## config.mk

```make
export PLATFORM = sky130hd
export DESIGN_NAME = priority_interrupt_controller
export DESIGN_NICKNAME = d
export VERILOG_FILES = /design/src/hdl/pic_pkg.sv /design/src/hdl/pic_core.sv /design/src/hdl/priority_interrupt_controller.sv
export SDC_FILE = /design/constraint.sdc
export NUM_CORES = 1
export LEC_CHECK = 0
export BUFFER_PORTS_ARGS = -buffer_cell sky130_fd_sc_hd__buf_2
export CORE_ASPECT_RATIO = 0.6
export CORE_UTILIZATION = 30
export CTS_CLUSTER_SIZE = 16
export DETAILED_ROUTE_END_ITERATION = 8
export PLACE_DENSITY_LB_ADDON = 0.08
export SLEW_MARGIN = 0
export SYNTH_ARGS = -nofsm -noshare
export SYNTH_HDL_FRONTEND = slang
export SYNTH_SLANG_ARGS = --single-unit
```

## constraint.sdc

```tcl
create_clock -name clk -period 10.6 [get_ports clk]
set_clock_uncertainty 0.1 [all_clocks]
set_input_delay 1.06 -clock clk [delete_from_list [all_inputs] [get_ports clk]]
set_output_delay 1.06 -clock clk [all_outputs]
set_load 0.01 [all_outputs]
```

## src/hdl/pic_pkg.sv

```systemverilog
`timescale 1ns / 1ps

package pic_pkg;

  localparam int NUM_SOURCES = 32;
  localparam logic [31:0] SRC_MASK = 32'hFFFF_FFFF >> (32 - NUM_SOURCES);

  // Request kinds carried on tuser.
  localparam logic [1:0] REQ_READ   = 2'd0;
  localparam logic [1:0] REQ_WRITE  = 2'd1;
  localparam logic [1:0] REQ_SAMPLE = 2'd2;

  // Word indexes of the register map.
  localparam logic [6:0] REG_STATUS     = 7'd0;
  localparam logic [6:0] REG_PENDING    = 7'd1;
  localparam logic [6:0] REG_ENABLE     = 7'd2;
  localparam logic [6:0] REG_ACK        = 7'd3;
  localparam logic [6:0] REG_SET_ENABLE = 7'd4;
  localparam logic [6:0] REG_CLR_ENABLE = 7'd5;
  localparam logic [6:0] REG_VECTOR     = 7'd6;
  localparam logic [6:0] REG_MASTER     = 7'd7;
  localparam logic [6:0] REG_TABLE_LO   = 7'd64;
  localparam logic [6:0] REG_TABLE_HI   = 7'd95;

  localparam int TABLE_DEPTH = 32;
  localparam int TABLE_AW    = $clog2(TABLE_DEPTH);

  localparam logic [31:0] NO_VECTOR = 32'hFFFF_FFFF;

  typedef struct packed {
    logic [1:0]  req_type;
    logic [6:0]  reg_index;
    logic [31:0] write_data;
    logic [31:0] irq_lines;
  } item_t;

  typedef struct packed {
    logic [31:0] read_data;
    logic        irq_request;
  } result_t;

  // Index of the lowest set bit. The lowest bit is isolated first, so each
  // output bit is a plain OR over the one-hot word.
  function automatic logic [4:0] lowest_index(input logic [31:0] p);
    logic [31:0] iso;
    logic [4:0]  idx;
    iso = p & (~p + 32'd1);
    idx = '0;
    for (int i = 0; i < 32; i++) begin
      idx = idx | ({5{iso[i]}} & 5'(i));
    end
    return idx;
  endfunction

endpackage

```

## src/hdl/pic_core.sv

```systemverilog
`timescale 1ns / 1ps

module pic_core
  import pic_pkg::*;
(
  input  logic    clk,
  input  logic    rst_n,
  input  logic    adv,
  input  item_t   item,
  output result_t result
);

  logic [31:0] status_r, status_nxt;
  logic [31:0] enable_r, enable_nxt;
  logic        master_r, master_nxt;
  logic        hw_en_r, hw_en_nxt;

  logic [31:0]            vt_data_r [TABLE_DEPTH];
  logic [TABLE_DEPTH-1:0] vt_valid_r;

  logic [TABLE_AW-1:0] vt_sel;
  logic                vt_we;
  logic [31:0]         vt_rd;
  logic [31:0]         pending;
  logic [31:0]         rd;

  assign vt_sel  = item.reg_index[TABLE_AW-1:0];
  // Entries never written since reset read as zero.
  assign vt_rd   = vt_valid_r[vt_sel] ? vt_data_r[vt_sel] : 32'd0;
  assign pending = status_r & enable_r & SRC_MASK;

  always_comb begin
    status_nxt = status_r;
    enable_nxt = enable_r;
    master_nxt = master_r;
    hw_en_nxt  = hw_en_r;
    vt_we      = 1'b0;
    rd         = 32'd0;
    unique case (item.req_type)
      REQ_READ: begin
        unique case (item.reg_index) inside
          REG_STATUS:  rd = status_r;
          REG_PENDING: rd = status_r & enable_r;
          REG_ENABLE:  rd = enable_r;
          REG_VECTOR:  rd = (pending == 32'd0) ? NO_VECTOR
                                               : {27'd0, lowest_index(pending)};
          REG_MASTER:  rd = {30'd0, hw_en_r, master_r};
          [REG_TABLE_LO:REG_TABLE_HI]: rd = vt_rd;
          default:     rd = 32'd0;
        endcase
      end
      REQ_WRITE: begin
        unique case (item.reg_index) inside
          REG_STATUS: begin
            if (!hw_en_r) begin
              status_nxt = status_r | (item.write_data & SRC_MASK);
            end
          end
          REG_ENABLE:     enable_nxt = item.write_data & SRC_MASK;
          REG_ACK:        status_nxt = status_r & ~item.write_data;
          REG_SET_ENABLE: enable_nxt = enable_r | (item.write_data & SRC_MASK);
          REG_CLR_ENABLE: enable_nxt = enable_r & ~item.write_data;
          REG_MASTER: begin
            master_nxt = item.write_data[0];
            // Hardware enable can only be set; reset alone clears it.
            hw_en_nxt  = hw_en_r | item.write_data[1];
          end
          [REG_TABLE_LO:REG_TABLE_HI]: vt_we = 1'b1;
          default: ;
        endcase
      end
      REQ_SAMPLE: begin
        if (hw_en_r) begin
          status_nxt = status_r | (item.irq_lines & SRC_MASK);
        end
      end
      default: ;
    endcase
  end

  assign result.read_data   = rd;
  assign result.irq_request = master_nxt && ((status_nxt & enable_nxt & SRC_MASK) != 32'd0);

  always_ff @(posedge clk) begin
    if (!rst_n) begin
      status_r   <= '0;
      enable_r   <= '0;
      master_r   <= 1'b0;
      hw_en_r    <= 1'b0;
      vt_valid_r <= '0;
    end else if (adv) begin
      status_r <= status_nxt;
      enable_r <= enable_nxt;
      master_r <= master_nxt;
      hw_en_r  <= hw_en_nxt;
      if (vt_we) begin
        vt_valid_r[vt_sel] <= 1'b1;
      end
    end
  end

  always_ff @(posedge clk) begin
    if (adv && vt_we) begin
      vt_data_r[vt_sel] <= item.write_data;
    end
  end

endmodule

```

## src/hdl/priority_interrupt_controller.sv

```systemverilog
`timescale 1ns / 1ps
// Path: an accepted request is held in the input register, and its response is
// captured in the response register once that register is free.
// Throughput: one request per cycle unless out_tready stalls it; the
// register update and the 32-bit priority encode both sit between the input and
// response registers. Reset: status, enable, master and hardware enable clear,
// the vector table reads all zeros, and both register stages come up empty.

module priority_interrupt_controller
  import pic_pkg::*;
(
  input  logic        clk,
  input  logic        rst_n,
  input  logic        in_tvalid,
  output logic        in_tready,
  // [6:0] reg_index, [38:7] write_data, [70:39] irq_lines, [71] zero
  input  logic [71:0] in_tdata,
  // [1:0] req_type
  input  logic [1:0]  in_tuser,
  output logic        out_tvalid,
  input  logic        out_tready,
  // [31:0] read_data, [32] irq_request, [39:33] zero
  output logic [39:0] out_tdata
);

  logic    in_valid_r;
  item_t   in_item_r;
  logic    out_valid_r;
  result_t out_res_r;
  result_t core_res;
  logic    adv;

  // The held request is processed when the response register is free.
  assign adv       = in_valid_r && (!out_valid_r || out_tready);
  assign in_tready = !in_valid_r || adv;

  always_ff @(posedge clk) begin
    if (!rst_n) begin
      in_valid_r  <= 1'b0;
      out_valid_r <= 1'b0;
    end else begin
      if (in_tready) begin
        in_valid_r <= in_tvalid;
      end
      if (adv) begin
        out_valid_r <= 1'b1;
      end else if (out_tready) begin
        out_valid_r <= 1'b0;
      end
    end
  end

  always_ff @(posedge clk) begin
    if (in_tready && in_tvalid) begin
      in_item_r.req_type   <= in_tuser;
      in_item_r.reg_index  <= in_tdata[6:0];
      in_item_r.write_data <= in_tdata[38:7];
      in_item_r.irq_lines  <= in_tdata[70:39];
    end
    if (adv) begin
      out_res_r <= core_res;
    end
  end

  pic_core u_core (
    .clk    (clk),
    .rst_n  (rst_n),
    .adv    (adv),
    .item   (in_item_r),
    .result (core_res)
  );

  assign out_tvalid = out_valid_r;
  assign out_tdata  = {7'd0, out_res_r.irq_request, out_res_r.read_data};

endmodule
```

==> metrics.md <==
| Metric | Value |
|---|---|
| Status | complete, no violations |
| Cell area after layout | 56700 um2 |
| CP Max Fanout | 24 |
| Post-route clock period utilization | 0.521 |
| Total GRT Usage | 0.193 |
| Deepest level of the CTS H-tree | 3 |
| Final count of negative-setup-slack endpoints | 0 |
| Time the worst path needs with I/O delays and setup | 5.52 ns |
| Sum Neg Setup Slack | 0 ns |
| Global-route wire length before repair | 221000 um |
| Required time of the worst setup path | 10.89 ns |
| Transition time at the pin with the least slew margin | 1.34 ns |
| Fraction of synthesis flops using an asynchronous set or reset pin | 0 |
| Synth warn | 0 |
| Fraction of power consumed by the clock network | 0.406 |
| Sw power | 2.32 mW |
| Initial drt markers | 3064 |
| Final ANT Viol Nets | 0 |
| Detailed-router iteration count before antenna repair | 7 |
| Ys flop type | sky130_fd_sc_hd__edfxtp_1 |
| Hold-fix buffer count after cts | 0 |
| Number of vias in the routed layout | 26900 |
| Power per cell area | 180 nW/um2 |
| Vert. Die Dim | 316 um |
| Worst slew margin relative to its limit | 0.0860 |
| Part of the power in combinational logic | 0.066 |
| Post-CTS clock slew at the launch and capture registers of the worst setup and hold paths | 0.07 ns |
| IO Count | 120 |
| Worst ir drop on vdd | 0.141 mV |
| Number of global-route vias before repair | 27000 |
| Max-cap viol count | 0 |
| Setup slack, reg-to-reg | 5.08 ns |
| # Post-CTS Setup Buffers | 0 |
| Static leakage power | 17.2 nW |
| Class of the tightest hold or removal check | reg -> reg |
| Pin count of the biggest net entering global routing | 139 |
| Resized Gates After CTS | 0 |
| Critical Path Start Type | flip-flop |
| Mapped Cells | 2606 |
| Vias per std cell | 5.35 |
| Floorplan die area | 166000 um2 |
| Post-route total power | 10.2 mW |
| HPWL after detailed placement | 93800 um |
| Net count, final | 2869 |
| Share of the yosys chip area belonging to registers | 0.732 |
| Achievable Freq | 0.181 GHz |
| Reg power frac | 0.528 |
| Drt wl/cell | 32.2 um |
| Initial core utilization | 0.304 |
| Class of the most critical setup path | reg -> reg |
| Core outline area | 162000 um2 |
| Mean instance size in the synthesized netlist | 18.9 um2 |
| Number of pins exceeding their max-slew limit in the final report | 0 |
| Most prevalent standard cell on the critical path | sky130_fd_sc_hd__buf_4 |
| TritonCTS Buffers | 116 |
| Residual DRC | 0 |
| Final Hold Slack | 0.361 ns |
| Final Wtd Congestion | 0.928 |
| Clock insertion delay at the later pin of the skew report | 0.73 ns |
| Switching power share of the total | 0.227 |
| Clk sinks | 1235 |
| Yosys reg bits | 1235 |
| Detailed-route wire length | 162000 um |
| Number of flops mapped to enable cells by yosys | 1130 |
| Worst-path cell with the longest stage delay | sky130_fd_sc_hd__a2111oi_0 |
| Most common cell after layout, fill and taps aside | sky130_fd_sc_hd__edfxtp_1 |
| Pint | 7.89 mW |
| Count of distinct cell types in the synthesized netlist | 72 |
| Final worst-path setup slack | 5.08 ns |
| Pre-CTS setup slack | 5.52 ns |
| Site Rows | 114 |
| Data arrival time at the worst-slack endpoint | 5.82 ns |
| Remaining global-route overflow | 0 |
| Setup repair after global routing missed its margin | no |
| Number of buffers on the longest clock path | 3 |
| Area Growth Syn to Fin | 15.0% |
| Cells along the critical path | inv_1 -> ha_1 -> nor4b_2 -> buf_4 -> and2_1 -> buf_4 -> a21oi_1 -> a22o_1 -> a2111oi_0 -> and4_1 -> a41oi_1 |
| Post-DP Area | 53000 um2 |
| Antenna violations before repair | 17 |
| Root buffer cell | sky130_fd_sc_hd__clkbuf_16 |
| TritonCTS clock tree | built |
| Delay of the slowest cell on the worst path | 1.19 ns |
| Final-report hold violation count | 0 |
| Die outline width | 525 um |
| Number of buffers added on ports | 111 |
| Element type at the critical path end | flip-flop |
| Commonest cells after routing, fill and taps aside | sky130_fd_sc_hd__edfxtp_1 (1130), sky130_fd_sc_hd__mux4_2 (327), sky130_fd_sc_hd__nand2_1 (188), sky130_fd_sc_hd__clkbuf_16 (119), sky130_fd_sc_hd__buf_2 (111) |
| Share of final-layout standard cells stronger than drive strength 1 | 0.275 |
| Netlist area before placement | 49300 um2 |
[flip-flops by register name, summed over array words and instances, names as in the netlist, named ones only]
register and count:
u_core.status_r 32, in_valid_r 1, u_core.hw_en_r 1, in_item_r 73
u_core.master_r 1, out_tdata 33, out_tvalid 1, u_core.vt_data_r 1024
u_core.vt_valid_r 32, u_core.enable_r 32
[final cells by class]
type | instances | area [um2]
sequential | 1235 | 36000
antenna | 3 | 7.51
multi-input combinational | 1187 | 12700
tap | 2146 | 2690
timing repair buffer | 221 | 1420
clock buffer | 146 | 3090
fill | 15100 | 105000
clock inverter | 65 | 587
inverter | 27 | 106
[Yosys cell counts, types with 3 or more instances]
master | count | area share
sky130_fd_sc_hd__nand2b_1 | 6 | 0.00076
sky130_fd_sc_hd__buf_1 | 21 | 0.0016
sky130_fd_sc_hd__o211ai_1 | 30 | 0.0046
sky130_fd_sc_hd__clkbuf_1 | 89 | 0.0068
sky130_fd_sc_hd__a22o_1 | 9 | 0.0016
sky130_fd_sc_hd__and3_1 | 8 | 0.0010
sky130_fd_sc_hd__ha_1 | 3 | 0.00076
sky130_fd_sc_hd__a21o_1 | 15 | 0.0023
sky130_fd_sc_hd__a2111oi_0 | 8 | 0.0014
sky130_fd_sc_hd__nand4_1 | 16 | 0.0020
sky130_fd_sc_hd__and4_1 | 3 | 0.00053
sky130_fd_sc_hd__nor4_1 | 4 | 0.00051
sky130_fd_sc_hd__edfxtp_1 | 1130 | 0.69
sky130_fd_sc_hd__o31ai_1 | 3 | 0.00046
sky130_fd_sc_hd__nand2_1 | 188 | 0.014
sky130_fd_sc_hd__clkinv_1 | 3 | 0.00023
sky130_fd_sc_hd__o22ai_1 | 10 | 0.0013
sky130_fd_sc_hd__o21a_1 | 31 | 0.0047
sky130_fd_sc_hd__a32oi_1 | 8 | 0.0014
sky130_fd_sc_hd__dfxtp_1 | 105 | 0.043
sky130_fd_sc_hd__buf_2 | 42 | 0.0043
sky130_fd_sc_hd__a211o_1 | 9 | 0.0016
sky130_fd_sc_hd__nor2_1 | 83 | 0.0063
sky130_fd_sc_hd__mux2_2 | 27 | 0.0062
sky130_fd_sc_hd__a222oi_1 | 3 | 0.00061
sky130_fd_sc_hd__a211oi_1 | 23 | 0.0035
sky130_fd_sc_hd__mux2i_1 | 7 | 0.0014
sky130_fd_sc_hd__a31oi_1 | 33 | 0.0042
sky130_fd_sc_hd__nor2b_1 | 8 | 0.0010
sky130_fd_sc_hd__nand3_1 | 19 | 0.0019
sky130_fd_sc_hd__a221oi_1 | 25 | 0.0044
sky130_fd_sc_hd__a21oi_1 | 108 | 0.011
sky130_fd_sc_hd__buf_4 | 8 | 0.0012
sky130_fd_sc_hd__or3_1 | 3 | 0.00038
sky130_fd_sc_hd__and2_0 | 5 | 0.00064
sky130_fd_sc_hd__o21ai_0 | 69 | 0.0070
sky130_fd_sc_hd__a221o_1 | 5 | 0.0010
sky130_fd_sc_hd__and2_1 | 16 | 0.0020
sky130_fd_sc_hd__a22oi_1 | 28 | 0.0043
sky130_fd_sc_hd__nor3_1 | 6 | 0.00061
sky130_fd_sc_hd__mux4_2 | 327 | 0.15
sky130_fd_sc_hd__inv_1 | 22 | 0.0017
[worst max-delay path: cells and delay by family, from the launching register on]
kind            cells  cell delay, ns
buf+inv             3            0.78
simple gates        3            1.58
fa+ha+maj           1            0.44
compound gates      4            1.87
flops               1            0.40
[cell families (layout without fill, tap and decap cells)]
group	Yosys count	in the layout	synth area share
DFF	1235	1235	0.732
muxes	361	361	0.157
xor gates and xnor gates	1	1	0.000178
and+or+nand+nor	382	382	0.0354
other	1	10	0.0000761
AOI/OAI and AO/OA	433	433	0.0582
adders and majority gates	3	3	0.000762
buffers and inverters	190	459	0.0168
[metal layers]
layer	wire length (um)	GRT usage
met2	69400	0.282
met1	77800	0.295
met3	11900	0.0431
met4	2600	0.0357
met5	0	0
[power by group through the flow]
| stage | combinational (mW) | clock [mW] | sequential, mW |
|---|---|---|---|
| after floorplan | 0.389 | 0 | 5.51 |
| after global placement | 0.676 | 0 | 5.50 |
| after detailed placement | 0.685 | 0 | 5.50 |
| after CTS | 0.687 | 4.26 | 5.39 |
| after global routing | 0.715 | 4.43 | 5.40 |
| final | 0.674 | 4.15 | 5.39 |
[final timing paths]
| path | from | to | depth (start not counted) |
|---|---|---|---|
| worst max-delay path | in_item_r[72] | out_tdata[32] | 11 |
| worst min-delay path | u_core.vt_valid_r[18] | u_core.vt_valid_r[18] | 1 |
| worst max register to register | in_item_r[72] | out_tdata[32] | 11 |
| worst min register to register | u_core.vt_valid_r[18] | u_core.vt_valid_r[18] | 1 |
[metrics by stage]
stage,cells,utilization
after detailed placement,4816,0.327
after floorplan,2612,-
after CTS,5027,0.350
after global routing,5028,0.350
final,5030,0.350
after global placement,4816,0.327
Note: power is estimated with default switching activity, not from simulation.
